==> config.mk <==
export PLATFORM = sky130hd
export DESIGN_NAME = round_robin_task_scheduler_unit
export DESIGN_NICKNAME = d
export VERILOG_FILES = /design/src/rtl/rrts_pkg.sv /design/src/rtl/rrts_wake_mem.sv /design/src/rtl/rrts_ctrl.sv /design/src/rtl/round_robin_task_scheduler_unit.sv
export VERILOG_INCLUDE_DIRS = /design/src /design/src/rtl
export SDC_FILE = /design/constraint.sdc
export NUM_CORES = 1
export LEC_CHECK = 0
export BUFFER_PORTS_ARGS = -buffer_cell sky130_fd_sc_hd__buf_4
export CAP_MARGIN = 20
export CORE_MARGIN = 10
export CORE_UTILIZATION = 61
export CTS_BUF_LIST = sky130_fd_sc_hd__clkbuf_16
export CTS_CLUSTER_SIZE = 16
export DETAILED_ROUTE_END_ITERATION = 16
export GPL_TIMING_DRIVEN = 0
export PLACE_DENSITY = 0.77
export RECOVER_POWER = 25
export SETUP_SLACK_MARGIN = 0.3
export SLEW_MARGIN = 20
export SYNTH_ARGS = -nofsm -noshare
export SYNTH_HDL_FRONTEND = slang
export SYNTH_SLANG_ARGS = --single-unit
==> constraint.sdc <==
create_clock -name aclk -period 7.66 [get_ports aclk]
set_clock_uncertainty 0.2 [all_clocks]
set_input_delay 1.532 -clock aclk [delete_from_list [all_inputs] [get_ports aclk]]
set_output_delay 1.532 -clock aclk [all_outputs]
set_load 0.01 [all_outputs]
==> src/rtl/round_robin_task_scheduler_unit_defines.svh <==
// Assertion macros shared by the scheduler RTL.
`ifndef ROUND_ROBIN_TASK_SCHEDULER_UNIT_DEFINES_SVH
`define ROUND_ROBIN_TASK_SCHEDULER_UNIT_DEFINES_SVH

`ifndef SYNTHESIS

`define RRTS_ASSERT_IMP(label, clk, rstn, ante, cons, msg) \
    label: assert property (@(posedge clk) disable iff (!(rstn)) (ante) |-> (cons)) \
        else $error(msg);

`define RRTS_ASSERT_NXT(label, clk, rstn, ante, cons, msg) \
    label: assert property (@(posedge clk) disable iff (!(rstn)) (ante) |=> (cons)) \
        else $error(msg);

`else

`define RRTS_ASSERT_IMP(label, clk, rstn, ante, cons, msg)

`define RRTS_ASSERT_NXT(label, clk, rstn, ante, cons, msg)

`endif

`endif

==> src/rtl/rrts_pkg.sv <==
package rrts_pkg;

    localparam int NUM_TASKS  = 8;
    localparam int TASK_W     = (NUM_TASKS > 1) ? $clog2(NUM_TASKS) : 1;
    localparam int TICK_W     = 32;
    localparam int OUT_TASK_W = 3;

    localparam logic KIND_TICK  = 1'b0;
    localparam logic KIND_SLEEP = 1'b1;

    localparam logic [TASK_W-1:0] IDLE_TASK  = '0;
    localparam logic [TASK_W-1:0] FIRST_TASK = TASK_W'(1);
    localparam logic [TASK_W-1:0] LAST_TASK  = TASK_W'(NUM_TASKS - 1);

    typedef enum logic [2:0] {
        ST_IDLE,
        ST_SCAN,
        ST_DRAIN,
        ST_PICK,
        ST_DONE
    } rrts_state_t;

    typedef struct packed {
        logic              wr_en;
        logic [TASK_W-1:0] wr_addr;
        logic [TICK_W-1:0] wr_data;
        logic [TASK_W-1:0] rd_addr;
    } rrts_mem_req_t;

    typedef struct packed {
        logic [OUT_TASK_W-1:0] running_task;
        logic                  is_idle;
        logic [TICK_W-1:0]     tick_now;
    } rrts_result_t;

    function automatic logic [OUT_TASK_W-1:0] task_to_out(input logic [TASK_W-1:0] t);
        logic [TASK_W+OUT_TASK_W-1:0] ext;
        ext = {{OUT_TASK_W{1'b0}}, t};
        return ext[OUT_TASK_W-1:0];
    endfunction

    function automatic logic [TASK_W-1:0] next_task(input logic [TASK_W-1:0] t);
        return (t == LAST_TASK) ? IDLE_TASK : t + FIRST_TASK;
    endfunction

endpackage

==> src/rtl/rrts_wake_mem.sv <==
module rrts_wake_mem
    import rrts_pkg::*;
(
    input  logic              aclk,
    input  rrts_mem_req_t     req,
    output logic [TICK_W-1:0] rd_data
);

    logic [TICK_W-1:0] mem [NUM_TASKS];
    logic [TICK_W-1:0] rd_data_reg;

    always_ff @(posedge aclk) begin
        if (req.wr_en) begin
            mem[req.wr_addr] <= req.wr_data;
        end
        rd_data_reg <= mem[req.rd_addr];
    end

    assign rd_data = rd_data_reg;

endmodule

==> src/rtl/rrts_ctrl.sv <==
module rrts_ctrl
    import rrts_pkg::*;
(
    input  logic              aclk,
    input  logic              aresetn,
    input  logic              in_valid,
    input  logic              in_kind,
    input  logic [TICK_W-1:0] in_delay,
    output logic              in_ready,
    output rrts_mem_req_t     mem_req,
    input  logic [TICK_W-1:0] mem_rd_data,
    output logic              res_valid,
    input  logic              res_ready,
    output rrts_result_t      res
);

    rrts_state_t state_reg, state_next;

    logic [TICK_W-1:0]    count_reg, count_next;
    logic [TASK_W-1:0]    active_reg, active_next;
    logic [NUM_TASKS-1:0] blocked_reg, blocked_next;
    logic [TASK_W-1:0]    scan_idx_reg, scan_idx_next;
    logic                 cmp_valid_reg, cmp_valid_next;
    logic [TASK_W-1:0]    cmp_idx_reg, cmp_idx_next;
    logic [TASK_W-1:0]    pick_idx_reg, pick_idx_next;

    logic              accept;
    logic [TASK_W-1:0] cand;
    logic              cand_ready;

    assign accept     = in_valid && in_ready;
    assign cand       = next_task(pick_idx_reg);
    assign cand_ready = !blocked_reg[cand];

    always_comb begin
        state_next = state_reg;
        unique case (state_reg)
            ST_IDLE: begin
                if (accept) begin
                    if (in_kind == KIND_TICK) begin
                        state_next = (NUM_TASKS > 1) ? ST_SCAN : ST_PICK;
                    end else if (active_reg != IDLE_TASK) begin
                        state_next = ST_PICK;
                    end else begin
                        state_next = ST_DONE;
                    end
                end
            end
            ST_SCAN: begin
                if (scan_idx_reg == LAST_TASK) begin
                    state_next = ST_DRAIN;
                end
            end
            ST_DRAIN: begin
                state_next = ST_PICK;
            end
            ST_PICK: begin
                if (cand_ready) begin
                    state_next = ST_DONE;
                end
            end
            ST_DONE: begin
                if (res_ready) begin
                    state_next = ST_IDLE;
                end
            end
            default: begin
                state_next = ST_IDLE;
            end
        endcase
    end

    always_comb begin
        in_ready  = (state_reg == ST_IDLE);
        res_valid = (state_reg == ST_DONE);

        count_next     = count_reg;
        active_next    = active_reg;
        blocked_next   = blocked_reg;
        scan_idx_next  = scan_idx_reg;
        cmp_valid_next = 1'b0;
        cmp_idx_next   = cmp_idx_reg;
        pick_idx_next  = pick_idx_reg;

        mem_req.wr_en   = 1'b0;
        mem_req.wr_addr = active_reg;
        mem_req.wr_data = count_reg + in_delay;
        mem_req.rd_addr = scan_idx_reg;

        if (accept) begin
            pick_idx_next = active_reg;
            scan_idx_next = FIRST_TASK;
            if (in_kind == KIND_TICK) begin
                count_next = count_reg + TICK_W'(1);
            end else if (active_reg != IDLE_TASK) begin
                mem_req.wr_en            = 1'b1;
                blocked_next[active_reg] = 1'b1;
            end
        end

        if (state_reg == ST_SCAN) begin
            cmp_valid_next = 1'b1;
            cmp_idx_next   = scan_idx_reg;
            scan_idx_next  = scan_idx_reg + FIRST_TASK;
        end

        // The wake time read in the previous cycle is compared against the advanced count.
        if (cmp_valid_reg && blocked_reg[cmp_idx_reg] && (mem_rd_data <= count_reg)) begin
            blocked_next[cmp_idx_reg] = 1'b0;
        end

        if (state_reg == ST_PICK) begin
            pick_idx_next = cand;
            if (cand_ready) begin
                active_next = cand;
            end
        end

        blocked_next[0] = 1'b0;
    end

    always_ff @(posedge aclk) begin
        if (!aresetn) begin
            state_reg     <= ST_IDLE;
            count_reg     <= '0;
            active_reg    <= (NUM_TASKS > 1) ? FIRST_TASK : IDLE_TASK;
            blocked_reg   <= '0;
            cmp_valid_reg <= 1'b0;
        end else begin
            state_reg     <= state_next;
            count_reg     <= count_next;
            active_reg    <= active_next;
            blocked_reg   <= blocked_next;
            cmp_valid_reg <= cmp_valid_next;
        end
    end

    always_ff @(posedge aclk) begin
        scan_idx_reg <= scan_idx_next;
        cmp_idx_reg  <= cmp_idx_next;
        pick_idx_reg <= pick_idx_next;
    end

    assign res.running_task = task_to_out(active_reg);
    assign res.is_idle      = (active_reg == IDLE_TASK);
    assign res.tick_now     = count_reg;

endmodule

==> src/rtl/round_robin_task_scheduler_unit.sv <==
// Round robin task scheduler with timed blocking.
// Input channel s_*: one item per event. s_tuser is the kind (timer tick or
// sleep request of the running task), s_tdata carries the sleep length in ticks.
// Output channel m_*: exactly one item per input item, in order. It reports the
// task chosen to run, whether that is the idle task, and the tick count.
// A tick reads the wake time of each of tasks 1 to NUM_TASKS - 1 in turn
// through the single read port of the wake time memory, waits for the last
// read to return, then walks the round robin order to the next ready task
// and loads the output register. A sleep request walks the round robin
// order and then loads the output register; a sleep request while the idle
// task runs skips the walk. One item is worked on at a time; the next is
// taken in the cycle after the result has moved into the output register.
// After reset the tick count is zero, task 1 runs and every task is ready.
// The wake time memory needs no clearing, since a read wake time is used only for blocked tasks.
// When the receiver stalls, the result waits in the output register and the
// block still takes and works one more item, then holds it until room frees.
`include "round_robin_task_scheduler_unit_defines.svh"

module round_robin_task_scheduler_unit
    import rrts_pkg::*;
(
    input  logic        aclk,
    input  logic        aresetn,
    input  logic        s_tvalid,
    output logic        s_tready,
    input  logic [31:0] s_tdata,   // delay_ticks[31:0]
    input  logic        s_tuser,   // kind[0]
    output logic        m_tvalid,
    input  logic        m_tready,
    output logic [39:0] m_tdata,   // running_task[2:0], tick_now[34:3], zero[39:35]
    output logic        m_tuser    // is_idle[0]
);

    rrts_mem_req_t     mem_req;
    logic [TICK_W-1:0] mem_rd_data;
    logic              res_valid;
    logic              res_ready;
    rrts_result_t      res;

    logic              m_tvalid_reg, m_tvalid_next;
    logic [39:0]       m_tdata_reg, m_tdata_next;
    logic              m_tuser_reg, m_tuser_next;
    logic              load;

    rrts_ctrl u_ctrl (
        .aclk        (aclk),
        .aresetn     (aresetn),
        .in_valid    (s_tvalid),
        .in_kind     (s_tuser),
        .in_delay    (s_tdata),
        .in_ready    (s_tready),
        .mem_req     (mem_req),
        .mem_rd_data (mem_rd_data),
        .res_valid   (res_valid),
        .res_ready   (res_ready),
        .res         (res)
    );

    rrts_wake_mem u_wake_mem (
        .aclk    (aclk),
        .req     (mem_req),
        .rd_data (mem_rd_data)
    );

    assign res_ready = !m_tvalid_reg || m_tready;
    assign load      = res_valid && res_ready;

    always_comb begin
        m_tvalid_next = m_tvalid_reg;
        m_tdata_next  = m_tdata_reg;
        m_tuser_next  = m_tuser_reg;
        if (m_tvalid_reg && m_tready) begin
            m_tvalid_next = 1'b0;
        end
        if (load) begin
            m_tvalid_next = 1'b1;
            m_tdata_next  = {5'b0, res.tick_now, res.running_task};
            m_tuser_next  = res.is_idle;
        end
    end

    always_ff @(posedge aclk) begin
        if (!aresetn) begin
            m_tvalid_reg <= 1'b0;
        end else begin
            m_tvalid_reg <= m_tvalid_next;
        end
    end

    always_ff @(posedge aclk) begin
        m_tdata_reg <= m_tdata_next;
        m_tuser_reg <= m_tuser_next;
    end

    assign m_tvalid = m_tvalid_reg;
    assign m_tdata  = m_tdata_reg;
    assign m_tuser  = m_tuser_reg;

    `RRTS_ASSERT_IMP(a_ready_no_pending, aclk, aresetn, s_tready, !res_valid, "input ready while a result is pending")
    `RRTS_ASSERT_NXT(a_busy_after_accept, aclk, aresetn, s_tvalid && s_tready, !s_tready, "second item taken before the first was finished")
    `RRTS_ASSERT_NXT(a_load_sets_valid, aclk, aresetn, load, m_tvalid, "result lost on its way to the output register")
    `RRTS_ASSERT_IMP(a_write_only_idle, aclk, aresetn, mem_req.wr_en, s_tready && !res_valid, "wake time written outside the idle state")

endmodule

==> results of run 1 <==
## worst max path at each step
stage | start | end | slack, ns
floorplan | s_tvalid | u_ctrl.blocked_reg[1] | 1.65
global placement | s_tvalid | u_ctrl.blocked_reg[1] | -2.35
detailed placement | s_tdata[9] | u_wake_mem.mem[1][25] | 2.84
CTS | s_tdata[8] | u_wake_mem.mem[1][25] | 3.37
global route | s_tdata[8] | u_wake_mem.mem[1][25] | 3.03
finish | s_tdata[1] | u_wake_mem.mem[0][31] | 3.25
## metal layers
metal | GRT usage | vias up | wire, µm
met1 | 0.288 | 4870 | 15100
met2 | 0.362 | 350 | 17900
met4 | 0.0777 | 0 | 1100
met5 | 0 | - | 0
li1 | - | 4541 | -
met3 | 0.0347 | 84 | 2510
## power groups by stage
| stage | logic (mW) | registers (mW) | clock network [mW] |
|---|---|---|---|
| CTS | 0.649 | 2.38 | 1.82 |
| global placement | 0.616 | 2.43 | 0 |
| finish | 0.641 | 2.38 | 1.79 |
| global route | 0.705 | 2.39 | 1.90 |
| floorplan | 0.459 | 2.41 | 0 |
| detailed placement | 0.643 | 2.43 | 0 |
## cells in the final DEF (no fill, tap or decap), types with 6 or more instances in the layout
master and instances:
xor2_1 10, nor2_1 33, ha_1 68, conb_1 37, and3_1 10, and2_1 29, buf_4 86, a31oi_1 7
dfxtp_1 79, o221a_2 8, clkinv_2 9, mux4_2 64, o21bai_1 6, edfxtp_1 301, clkinv_1 7, clkbuf_16 41
xnor2_1 44, nor3_1 11, mux2_2 35, a21oi_1 44, inv_1 43, a211oi_1 7, o21ai_0 30, clkbuf_1 31
a21o_1 19, nand3_1 27, buf_6 6, nand4_1 22, buf_2 10, nor2b_1 12, nand2_1 65, and4_1 6
## final cells by class
type	instances	area [µm²]	area share
Buffer	46	228	0.0119
Clock buffer	41	1030	0.0536
Clock inverter	30	203	0.0106
Inverter	37	139	0.00726
Multi-Input combinational cell	669	5730	0.299
Sequential cell	380	10600	0.555
Tap cell	341	427	0.0223
Timing Repair Buffer	95	756	0.0395
## through the flow
stage / instance area, µm² / TNS, ns / util / power (mW)
after global routing: 19100 / 0 / 0.712 / 5.00
after global placement: 17700 / -77.26 / 0.658 / 3.04
after floorplan: 16700 / 0 / - / 2.87
after detailed placement: 18000 / 0 / 0.669 / 3.07
after CTS: 19200 / 0 / 0.715 / 4.85
final: 19100 / 0 / 0.712 / 4.81
## kinds of logic (layout without fill, tap and decap cells)
family                   count (synthesis)  in the layout  share of synthesized area
AND/OR/NAND/NOR                        245            245                     0.0773
XOR/XNOR                                54             54                     0.0285
adder cells (fa/ha/maj)                 69             69                     0.0525
flip-flops                             380            380                      0.641
other                                    1             37                   0.000226
buffers and inverters                   83            249                     0.0223
AO/OA/AOI/OAI                          160            160                     0.0645
multiplexers                           104            104                      0.114
==> results.md, run 1 <==
* Status: finished, violations left
* Violated checks: max-capacitance violations, max-slew violations
* Synth top area cells: edfxtp_1, dfxtp_1, mux4_2
* ANT cells at 0
* Leading area contributor after synthesis: edfxtp_1
* Vias per inst at 6.01
* H-tree lvl count at 2
* Count leader, synth: edfxtp_1
* Post-CTS Resized at 0
* Share of layout cells above drive strength 1 at 0.220
* Post-synth top cells: edfxtp_1, dfxtp_1, ha_1, nand2_1, mux4_2
* Cells on worst reg2reg path at 8
* Pwr/cell area at between 200 and 300 nW/µm²
* Clock power share at 0.371
* Hold-fix buffers, CTS at 0
* Unrepaired setup endpoints after global routing: false
* Initial DRC Count at 821
* TritonCTS clock tree: yes
* Syn Inst Count at roughly 1100
* Worst-Skew Late Latency at roughly 0.53 ns
* Crit path largest cell delay at 0.61 ns
* Max stage delay cell, worst path: a32oi_1
* Worst VDD drop at roughly 0.00025 V
* Num CTS Buffers at 39
* Post-synth top area share at 0.545
* Reg2reg start: u_ctrl.count_reg[1]
* # rows at 60
* Tot GR Track Use at 0.219
* Int Pwr at approximately 3.7 mW
* Worst hold stages at 0
* Net count, final at roughly 1400
* Gpl congestion at just under 0.9
* Final Hold Fails at 0
* WL/cell at between 20 and 25 µm
* Setup crit end kind: register
* Max-cap violations at 3
* Core ar. at about 27000 µm²
* Fill cells at around 1700
* Sw Share at 0.235
* Setup bufs post-CTS at 0
* Crit path cell chain: buf_4, ha_1, a21oi_1, o211ai_1, a32oi_1, o31ai_1, o31a_1, a21o_1, a21oi_1
* Die footprint at 34200 µm²
* Worst setup margin at around 3.3 ns
* Area Growth Syn to Fin at 15.4%
* First-pass GRT wire length at 56900 µm
* Flops & latches, synth at 380
* Hold Path Origin: u_ctrl.active_reg[2]
* IO buf count at 73
* Crit start category: primary input
* Switch Pwr at about 1.1 mW
* Flop pwr share at 0.496
* Worst-Margin Slew at approximately 1.8 ns
* Via count at 9845
* Post-synth ARST share at 0
* Fin Hold WS at around 0.23 ns
* WHS Endpoint: m_tdata[2]
* Stages on worst setup path at 9
* Final Routed Wirelength at ~37000 µm
* WP buf/inv at 1
* Post-DP HPWL at about 26000 µm
* DR pass1 iterations at 5
* Max-slew violations at 30
* Main synth FF type: edfxtp_1
* Max reg flops at between 200 and 300
* Worst hold path type: register to register
* Antenna viol nets, final at 0
* # IOs at 80
* Critical setup path kind: primary input to register
* Fmax at roughly 230 MHz
* Clock-pin transition on the worst setup and hold timing paths at 0.06 ns
* Largest net degree at the start of global routing at 22
* Final Critical Period at roughly 4.4 ns
* WP data arrival at 4.43 ns
* Synthesized area at 16600 µm²
* Number of synthesized flops with an enable pin at around 300
* Initial core utilization at 0.617
* Global route overflow at 0
* Static Leakage at approximately 6.9 nW
* Clk sink count at 380
* Library cells used by synthesis at 64
* Initial antenna violation count at 0
* R2R Setup Slk at approximately 3.9 ns
* Worst endpoint required time at roughly 7.7 ns
* Ys Warns at 0
* Root buf cell: clkbuf_16
* Fin crit share at 0.575
* Part of the power in combinational logic at 0.133
* Vias in the first global route at just over 10000
* Crit path max fanout at 8
* Seq/Total Area, Yosys at 0.641
* Post-route insts no fill at between 1500 and 2000
* Cell mode on critical path: a21oi_1
* DRC errors left at 0
* Syn Area/Cell at 15.1 µm²
* Dpl cells at ~1600
* Die span in y at between 150 and 200 µm
* Crit path max-delay family: compound AO/OA/AOI/OAI gates
* R2r endpoint: u_wake_mem.mem[0][31]
* Placement-stage worst setup slack at 2.84 ns
* Final setup vio count at 0
* Die width at 185 µm
* CTS Buffer Depth at 3
* Worst slew margin at -0.224
No activity file was read; power rests on OpenSTA's default activity.
==> inputs of run 2 (changes only) <==
- ABC_AREA: unset -> 1
- CORE_UTILIZATION: 61 -> 62
- PLACE_DENSITY: 0.77 -> 0.78
- clock period: 7.66 -> 4.1 ns (I/O delays scaled with it)
==> results.md, run 2 <==
* Max reg flops at 256 (unchanged)
* Seq/Total Area, Yosys at 0.615 (was 0.641)
* WL/cell at 20.1 µm (was 22.4 µm)
* Final setup vio count at 0 (unchanged)
* Clock power share at 0.328 (was 0.371)
* Final Critical Period at about 3.3 ns
* Clk sink count at 380 (unchanged)
* Setup bufs post-CTS at 0 (unchanged)
* Crit path largest cell delay at 0.57 ns (was 0.61 ns)
* Main synth FF type: edfxtp_1 (unchanged)
* WP data arrival at 3.29 ns (was 4.43 ns)
* Syn Inst Count at 1695 (was 1096)
* DRC errors left at 0 (unchanged)
* Critical Path Start: u_ctrl.count_reg[0] (was s_tdata[1])
* H-tree lvl count at 2 (unchanged)
* Final Hold Fails at 0 (unchanged)
* Fin crit share at 0.795
* Setup tns final at 0 ns (unchanged)
* Static Leakage at 7.30 nW (was 6.88 nW)
* Critical setup path kind: register to register (was primary input to register)
* Num CTS Buffers at 38 (was 39)
* Most common cell after layout, fill and taps aside: nor2_1 (was edfxtp_1)
* Area Growth Syn to Fin at 14.1% (was 15.4%)
* Vias in the first global route at 13000 (was 10200)
* Synth Area in XOR/XNOR at 0.0188 (was 0.0285)
* Hold Path Origin: u_ctrl.active_reg[1] (was u_ctrl.active_reg[2])
* Max stage delay cell, worst path: xor2_1 (was a32oi_1)
* Final Routed Wirelength at 45700 µm (was 36600 µm)
* Die width at 187 µm (was 185 µm)
* Number of synthesized flops with an enable pin at 301 (unchanged)
* Leading area contributor after synthesis: edfxtp_1 (unchanged)
* Fill cells at 2026 (was 1743)
* Initial DRC Count at 1340 (was 821)
* Synth top area cells: edfxtp_1, dfxtp_1, nor2_1 (was edfxtp_1, dfxtp_1, mux4_2)
* Hold-fix buffers, CTS at 0 (unchanged)
* Pwr Total at 10.2 mW (was 4.81 mW)
* Sw Share at 0.304 (was 0.235)
* # rows at 61 (was 60)
* Worst-Skew Late Latency at 0.54 ns (was 0.53 ns)
* Net count, final at 1965 (was 1374)
* Antenna viol nets, final at 0 (unchanged)
* Violated checks: max-capacitance violations, max-slew violations (unchanged)
* Switch Pwr at 3.10 mW (was 1.13 mW)
* Initial antenna violation count at 0 (unchanged)
* CTS Buffer Depth at 3 (unchanged)
* IO buf count at 73 (unchanged)
* Gpl congestion at 0.971 (was 0.895)
* Post-route insts no fill at 2267 (was 1639)
* Top Usage Layer GRT: met2 (unchanged)
* Worst endpoint required time at 4.13 ns (was 7.68 ns)
* Status: finished, violations left (unchanged)
* Core ar. at 27600 µm² (was 26900 µm²)
* Share of layout cells above drive strength 1 at 0.0789 (was 0.220)
* Met2 Resource Use GR at 0.418 (was 0.362)
* First-pass GRT wire length at 71000 µm (was 56900 µm)
* Part of the power in combinational logic at 0.217 (was 0.133)
* WP buf/inv at 1 (unchanged)
* Global route overflow at 0 (unchanged)
* Adder-cell share of the synthesized area at 0.0504 (was 0.0525)
* Largest net degree at the start of global routing at 24 (was 22)
* Unrepaired setup endpoints after global routing: false (unchanged)
* Worst-Margin Slew at 2.32 ns (was 1.83 ns)
* Reg2reg start: u_ctrl.count_reg[0] (was u_ctrl.count_reg[1])
* Crit path cell chain: ha_1, fa_1, nand2_1, nand2_1, o21ai_1, inv_1, a21oi_1, o21ai_2, nand2_1, nand2_1, xor2_1 (was buf_4, ha_1, a21oi_1, o211ai_1, a32oi_1, o31ai_1, o31a_1, a21o_1, a21oi_1)
* Count leader, synth: nor2_1 (was edfxtp_1)
* Vias per inst at 5.81 (was 6.01)
* Clock-pin transition on the worst setup and hold timing paths at 0.07 ns (was 0.06 ns)
* Worst VDD drop at 0.000402 V (was 0.000246 V)
* Flops & latches, synth at 380 (unchanged)
* Worst hold path type: register to register (unchanged)
* Setup crit end kind: register (unchanged)
* Library cells used by synthesis at 47 (was 64)
* Fmax at 307 MHz
* Ys Warns at 0 (unchanged)
* Die span in y at 187 µm (was 185 µm)
* Die footprint at 34900 µm² (was 34200 µm²)
* ANT cells at 0 (unchanged)
* Worst slew margin at -0.560 (was -0.224)
* Max-cap violations at 1 (was 3)
* Post-CTS Resized at 0 (unchanged)
* Met3 usage at 0.0589 (was 0.0347)
* Cell mode on critical path: nand2_1 (was a21oi_1)
* Fin Hold WS at 0.344 ns (was 0.233 ns)
* Dpl cells at 2197 (was 1568)
* # IOs at 80 (unchanged)
* Flop pwr share at 0.456 (was 0.496)
* Crit start category: register (was primary input)
* Area fraction in compound gates after synthesis at 0.106 (was 0.0645)
* Crit path max-delay family: compound AO/OA/AOI/OAI gates (unchanged)
* Root buf cell: clkbuf_16 (unchanged)
* Initial core utilization at 0.625 (was 0.617)
* Simple-gate area share of the yosys netlist at 0.168 (was 0.0773)
* Proportion of synthesized area in mux cells at 0 (was 0.114)
* Int Pwr at 7.10 mW (was 3.68 mW)
* DR pass1 iterations at 5 (unchanged)
* Pwr/cell area at 518 nW/µm² (was 252 nW/µm²)
* TritonCTS clock tree: yes (unchanged)
* Post-synth top area share at 0.523 (was 0.545)
* Syn Area/Cell at 10.2 µm² (was 15.1 µm²)
* Crit path max fanout at 8 (unchanged)
* Via count at 13200 (was 9845)
* Most frequent cells in the layout: nor2_1, edfxtp_1, nand2_1, o21ai_0, inv_1 (was edfxtp_1, buf_4, dfxtp_1, ha_1, nand2_1)
* Largest family of logic cells by synthesized area: simple AND/OR/NAND/NOR gates (was multiplexers)
* Post-DP HPWL at 33400 µm (was 26300 µm)
* Max-slew violations at 18 (was 30)
* Post-synth ARST share at 0 (unchanged)
* Met1 Use GR at 0.334 (was 0.288)
* Post-synth top cells: nor2_1, edfxtp_1, nand2_1, o21ai_0, inv_1 (was edfxtp_1, dfxtp_1, ha_1, nand2_1, mux4_2)
* Tot GR Track Use at 0.258 (was 0.219)
* Synthesized area at 17300 µm² (was 16600 µm²)
-- run 2: cell types whose count changed after synthesis, sizes merged, moves of 38 or more --
cell / before / now
nor2: 35 / 350
o21ai: 30 / 177
mux4: 64 / 0
nand2: 65 / 231
inv: 37 / 123
xnor2: 44 / 6
-- run 2: kinds of logic (layout without fill, tap and decap cells) --
group / count (synthesis) / in the layout
buf+inv: 183 / 341
flops: 380 / 380
fa+ha+maj: 69 / 69
compound gates: 338 / 338
other cells: 1 / 37
simple gates: 687 / 687
xor+xnor: 37 / 37
-- run 2: per-stage QoR --
step | setup slack [ns] | utilization | instance area [µm²]
floorplan | 0.931 | - | 17400
global placement | -0.396 | 0.668 | 18400
detailed placement | 0.440 | 0.678 | 18700
CTS | 0.952 | 0.721 | 19900
global route | 0.746 | 0.713 | 19700
finish | 0.839 | 0.713 | 19700
-- run 2: power groups by stage --
stage,Sequential (mW),Combinational (mW),Clock (mW)
floorplan,4.64,1.44,0
global placement,4.73,2.07,0
detailed placement,4.73,2.17,0
CTS,4.65,2.19,3.37
global route,4.67,2.47,3.53
finish,4.65,2.21,3.34
-- run 2: path summary, 6_finish.rpt --
check	end	slack [ns]	depth (start not counted)
worst max-delay path	u_wake_mem.mem[0][16]	0.84	11
worst min-delay path	m_tdata[1]	0.34	0
worst max register to register	u_wake_mem.mem[0][16]	0.84	11
worst min register to register	m_tdata[1]	0.34	0
-- run 2: cell type report --
cell class / instances / area (µm²) / share of cell area
Tap cell: 378 / 473 / 0.0240
Clock buffer: 39 / 976 / 0.0495
Sequential cell: 380 / 10600 / 0.539
Timing Repair Buffer: 88 / 617 / 0.0313
Multi-Input combinational cell: 1168 / 6050 / 0.307
Buffer: 59 / 258 / 0.0131
Clock inverter: 31 / 233 / 0.0118
Inverter: 124 / 465 / 0.0236
-- run 2: routing by layer --
metal,share of wire,wire [µm],up-vias
met5,0,0,-
met2,0.46,21200,629
met3,0.090,4090,104
met1,0.41,18900,6247
met4,0.032,1460,0
li1,-,-,6182
==> inputs of run 3 (changes only) <==
- CORE_UTILIZATION: 62 -> 56
- PLACE_DENSITY: 0.78 -> 0.75
- clock period: 4.1 -> 2.7 ns (I/O delays scaled with it)
==> results.md, run 3 (synthesis results as in run 2) <==
* Top Usage Layer GRT: met2 (unchanged)
* Most frequent cells in the layout: nor2_1, edfxtp_1, nand2_1, o21ai_0, inv_1 (unchanged)
* Tot GR Track Use at 0.235 (was 0.258)
* Met2 Resource Use GR at 0.390 (was 0.418)
* Worst hold stages at 4 (was 0)
* Hold-fix buffers, CTS at 0 (unchanged)
* Crit start category: register (unchanged)
* # IOs at 80 (unchanged)
* Share of layout cells above drive strength 1 at 0.161 (was 0.0789)
* Critical setup path kind: register to register (unchanged)
* Worst-Margin Slew at 1.27 ns (was 2.32 ns)
* Global route overflow at 0 (unchanged)
* Max-slew violations at 0 (was 18)
* Worst setup margin at 0.198 ns (was 0.839 ns)
* R2R Setup Slk at 0.20 ns (was 0.84 ns)
* Design area at 20800 µm² (was 19700 µm²)
* Final Hold Fails at 0 (unchanged)
* Flop pwr share at 0.450 (was 0.456)
* Max stage delay cell, worst path: dfxtp_1 (was xor2_1)
* Final Util at 0.681 (was 0.713)
* Static Leakage at 7.59 nW (was 7.30 nW)
* ANT cells at 0 (unchanged)
* Dpl cells at 2214 (was 2197)
* Final setup vio count at 0 (unchanged)
* Met1 Use GR at 0.299 (was 0.334)
* Initial core utilization at 0.566 (was 0.625)
* Crit path max-delay family: compound AO/OA/AOI/OAI gates (unchanged)
* Worst endpoint required time at 2.78 ns (was 4.13 ns)
* First-pass GRT wire length at 70300 µm (was 71000 µm)
* Die span in y at 196 µm (was 187 µm)
* Max-cap violations at 0 (was 1)
* Pwr/cell area at 757 nW/µm² (was 518 nW/µm²)
* Via count at 13000 (was 13200)
* Met3 usage at 0.0534 (was 0.0589)
* Setup crit end kind: register (unchanged)
* Gpl congestion at 0.933 (was 0.971)
* Largest net degree at the start of global routing at 26 (was 24)
* Post-DP HPWL at 34200 µm (was 33400 µm)
* DR pass1 iterations at 5 (unchanged)
* Final Critical Period at 2.50 ns (was 3.26 ns)
* WHS Endpoint: m_tvalid (was m_tdata[1])
* Clock-pin transition on the worst setup and hold timing paths at 0.06 ns (was 0.07 ns)
* Fin crit share at 0.927 (was 0.795)
* Initial DRC Count at 1114 (was 1340)
* Fmax at 400 MHz (was 307 MHz)
* R2r endpoint: u_wake_mem.mem[5][24] (was u_wake_mem.mem[0][16])
* Clock power share at 0.328 (about the same)
* WL/cell at 20.2 µm (was 20.1 µm)
* Reg2reg start: u_ctrl.count_reg[23] (was u_ctrl.count_reg[0])
* Crit path cell chain: ha_4, a21oi_1, o21ai_0, a21oi_1, o211ai_1, xor2_2, buf_6 (was ha_1, fa_1, nand2_1, nand2_1, o21ai_1, inv_1, a21oi_1, o21ai_2, nand2_1, nand2_1, xor2_1)
* Worst-Skew Late Latency at 0.54 ns (about the same)
* Fill cells at 2297 (was 2026)
* Clk sink count at 380 (unchanged)
* Crit path max fanout at 8 (unchanged)
* Num CTS Buffers at 39 (was 38)
* Worst slew margin at 0.152 (was -0.560)
* TritonCTS clock tree: yes (unchanged)
* Fin Hold WS at 0.133 ns (was 0.344 ns)
* CTS Buffer Depth at 3 (unchanged)
* Cell mode on critical path: a21oi_1 (was nand2_1)
* Net count, final at 1988 (was 1965)
* WP buf/inv at 1 (unchanged)
* Vias per inst at 5.65 (was 5.81)
* Most common cell after layout, fill and taps aside: nor2_1 (unchanged)
* WP data arrival at 2.59 ns (was 3.29 ns)
* Part of the power in combinational logic at 0.221 (was 0.217)
* Die footprint at 38300 µm² (was 34900 µm²)
* Cells on worst reg2reg path at 7 (was 11)
* Area Growth Syn to Fin at 20.4% (was 14.1%)
* DRC errors left at 0 (unchanged)
* Antenna viol nets, final at 0 (unchanged)
* Worst VDD drop at 0.000607 V (was 0.000402 V)
* Worst hold path type: primary input to register (was register to register)
* Vias in the first global route at 12700 (was 13000)
* Die width at 196 µm (was 187 µm)
* IO buf count at 73 (unchanged)
* Hold Path Origin: m_tready (was u_ctrl.active_reg[1])
* Switch Pwr at 4.79 mW (was 3.10 mW)
* Sw Share at 0.304 (about the same)
* Unrepaired setup endpoints after global routing: true (was false)
* Placement-stage worst setup slack at -0.526 ns (was 0.440 ns)
* Max reg flops at 256 (unchanged)
* Root buf cell: clkbuf_16 (unchanged)
* # rows at 64 (was 61)
* Final Routed Wirelength at 46500 µm (was 45700 µm)
* Post-placement cell area at 18800 µm² (was 18700 µm²)
* Int Pwr at 10.9 mW (was 7.10 mW)
* Post-route insts no fill at 2307 (was 2267)
* Initial antenna violation count at 0 (unchanged)
* H-tree lvl count at 2 (unchanged)
* Area of the multi-input gates at 6900 µm² (was 6050 µm²)
* Core ar. at 30500 µm² (was 27600 µm²)
* Status: finished, final reports clean (was finished, violations left)
* Register Area at 10600 µm² (about the same)
* Crit path largest cell delay at 0.57 ns (about the same)
==> run 3: cell type report <==
class | instances | area share
inverters | 124 | 0.0224
clock buffers | 40 | 0.0481
repair buffers | 110 | 0.0375
flip-flops and latches | 380 | 0.511
multi-input cells | 1168 | 0.332
clock inverters | 30 | 0.0109
well taps | 396 | 0.0238
plain buffers | 59 | 0.0138
==> run 3: worst max-delay path by stage <==
stage,startpoint,endpoint,slack (ns),cells after the start
floorplan,s_tuser,u_wake_mem.mem[2][0],-0.07,4
global placement,s_tuser,u_wake_mem.mem[4][21],-1.50,5
detailed placement,s_tdata[12],u_wake_mem.mem[4][21],-0.53,9
CTS,u_ctrl.count_reg[11],u_wake_mem.mem[3][29],0.25,8
global route,u_ctrl.count_reg[5],u_wake_mem.mem[5][27],0.13,13
finish,u_ctrl.count_reg[23],u_wake_mem.mem[5][24],0.20,7
==> run 3: stage by stage <==
stage | setup TNS (ns) | power [mW]
final | 0 | 15.7
after global routing | 0 | 16.5
after CTS | 0 | 15.7
after detailed placement | -49.35 | 10.5
after global placement | -245.51 | 10.4
after floorplan | -7.14 | 9.26
==> run 3: metal layers <==
| layer | wire length [µm] | vias to the layer above |
|---|---|---|
| met4 | 1350 | 0 |
| met2 | 22100 | 546 |
| met3 | 4090 | 86 |
| met1 | 19000 | 6208 |
| met5 | 0 | - |
| li1 | - | 6204 |
==> run 3: power by group through the flow <==
stage                     logic (mW)  clock network, mW  registers [mW]
after detailed placement        3.28                  0            7.22
after global placement          3.15                  0            7.21
after floorplan                 2.21                  0            7.05
after global routing            3.92               5.45            7.12
after CTS                       3.40               5.19            7.08
final                           3.48               5.17            7.08
==> run 3: repair_timing <==
action | in CTS | in global routing
cloned | 0 | 0
setup buffers | 12 | 11
gates resized for setup | 100 | 128
setup endpoints to repair | 228 | 219
endpoints found under the hold margin | 0 | 0
pin swaps | 8 | 19
==> run 3: tightest hold or removal path: stages <==
cell and delay, ns:
buf_4 0.08, nor2_1 0.06, nor2_1 0.10, nor2_1 0.04
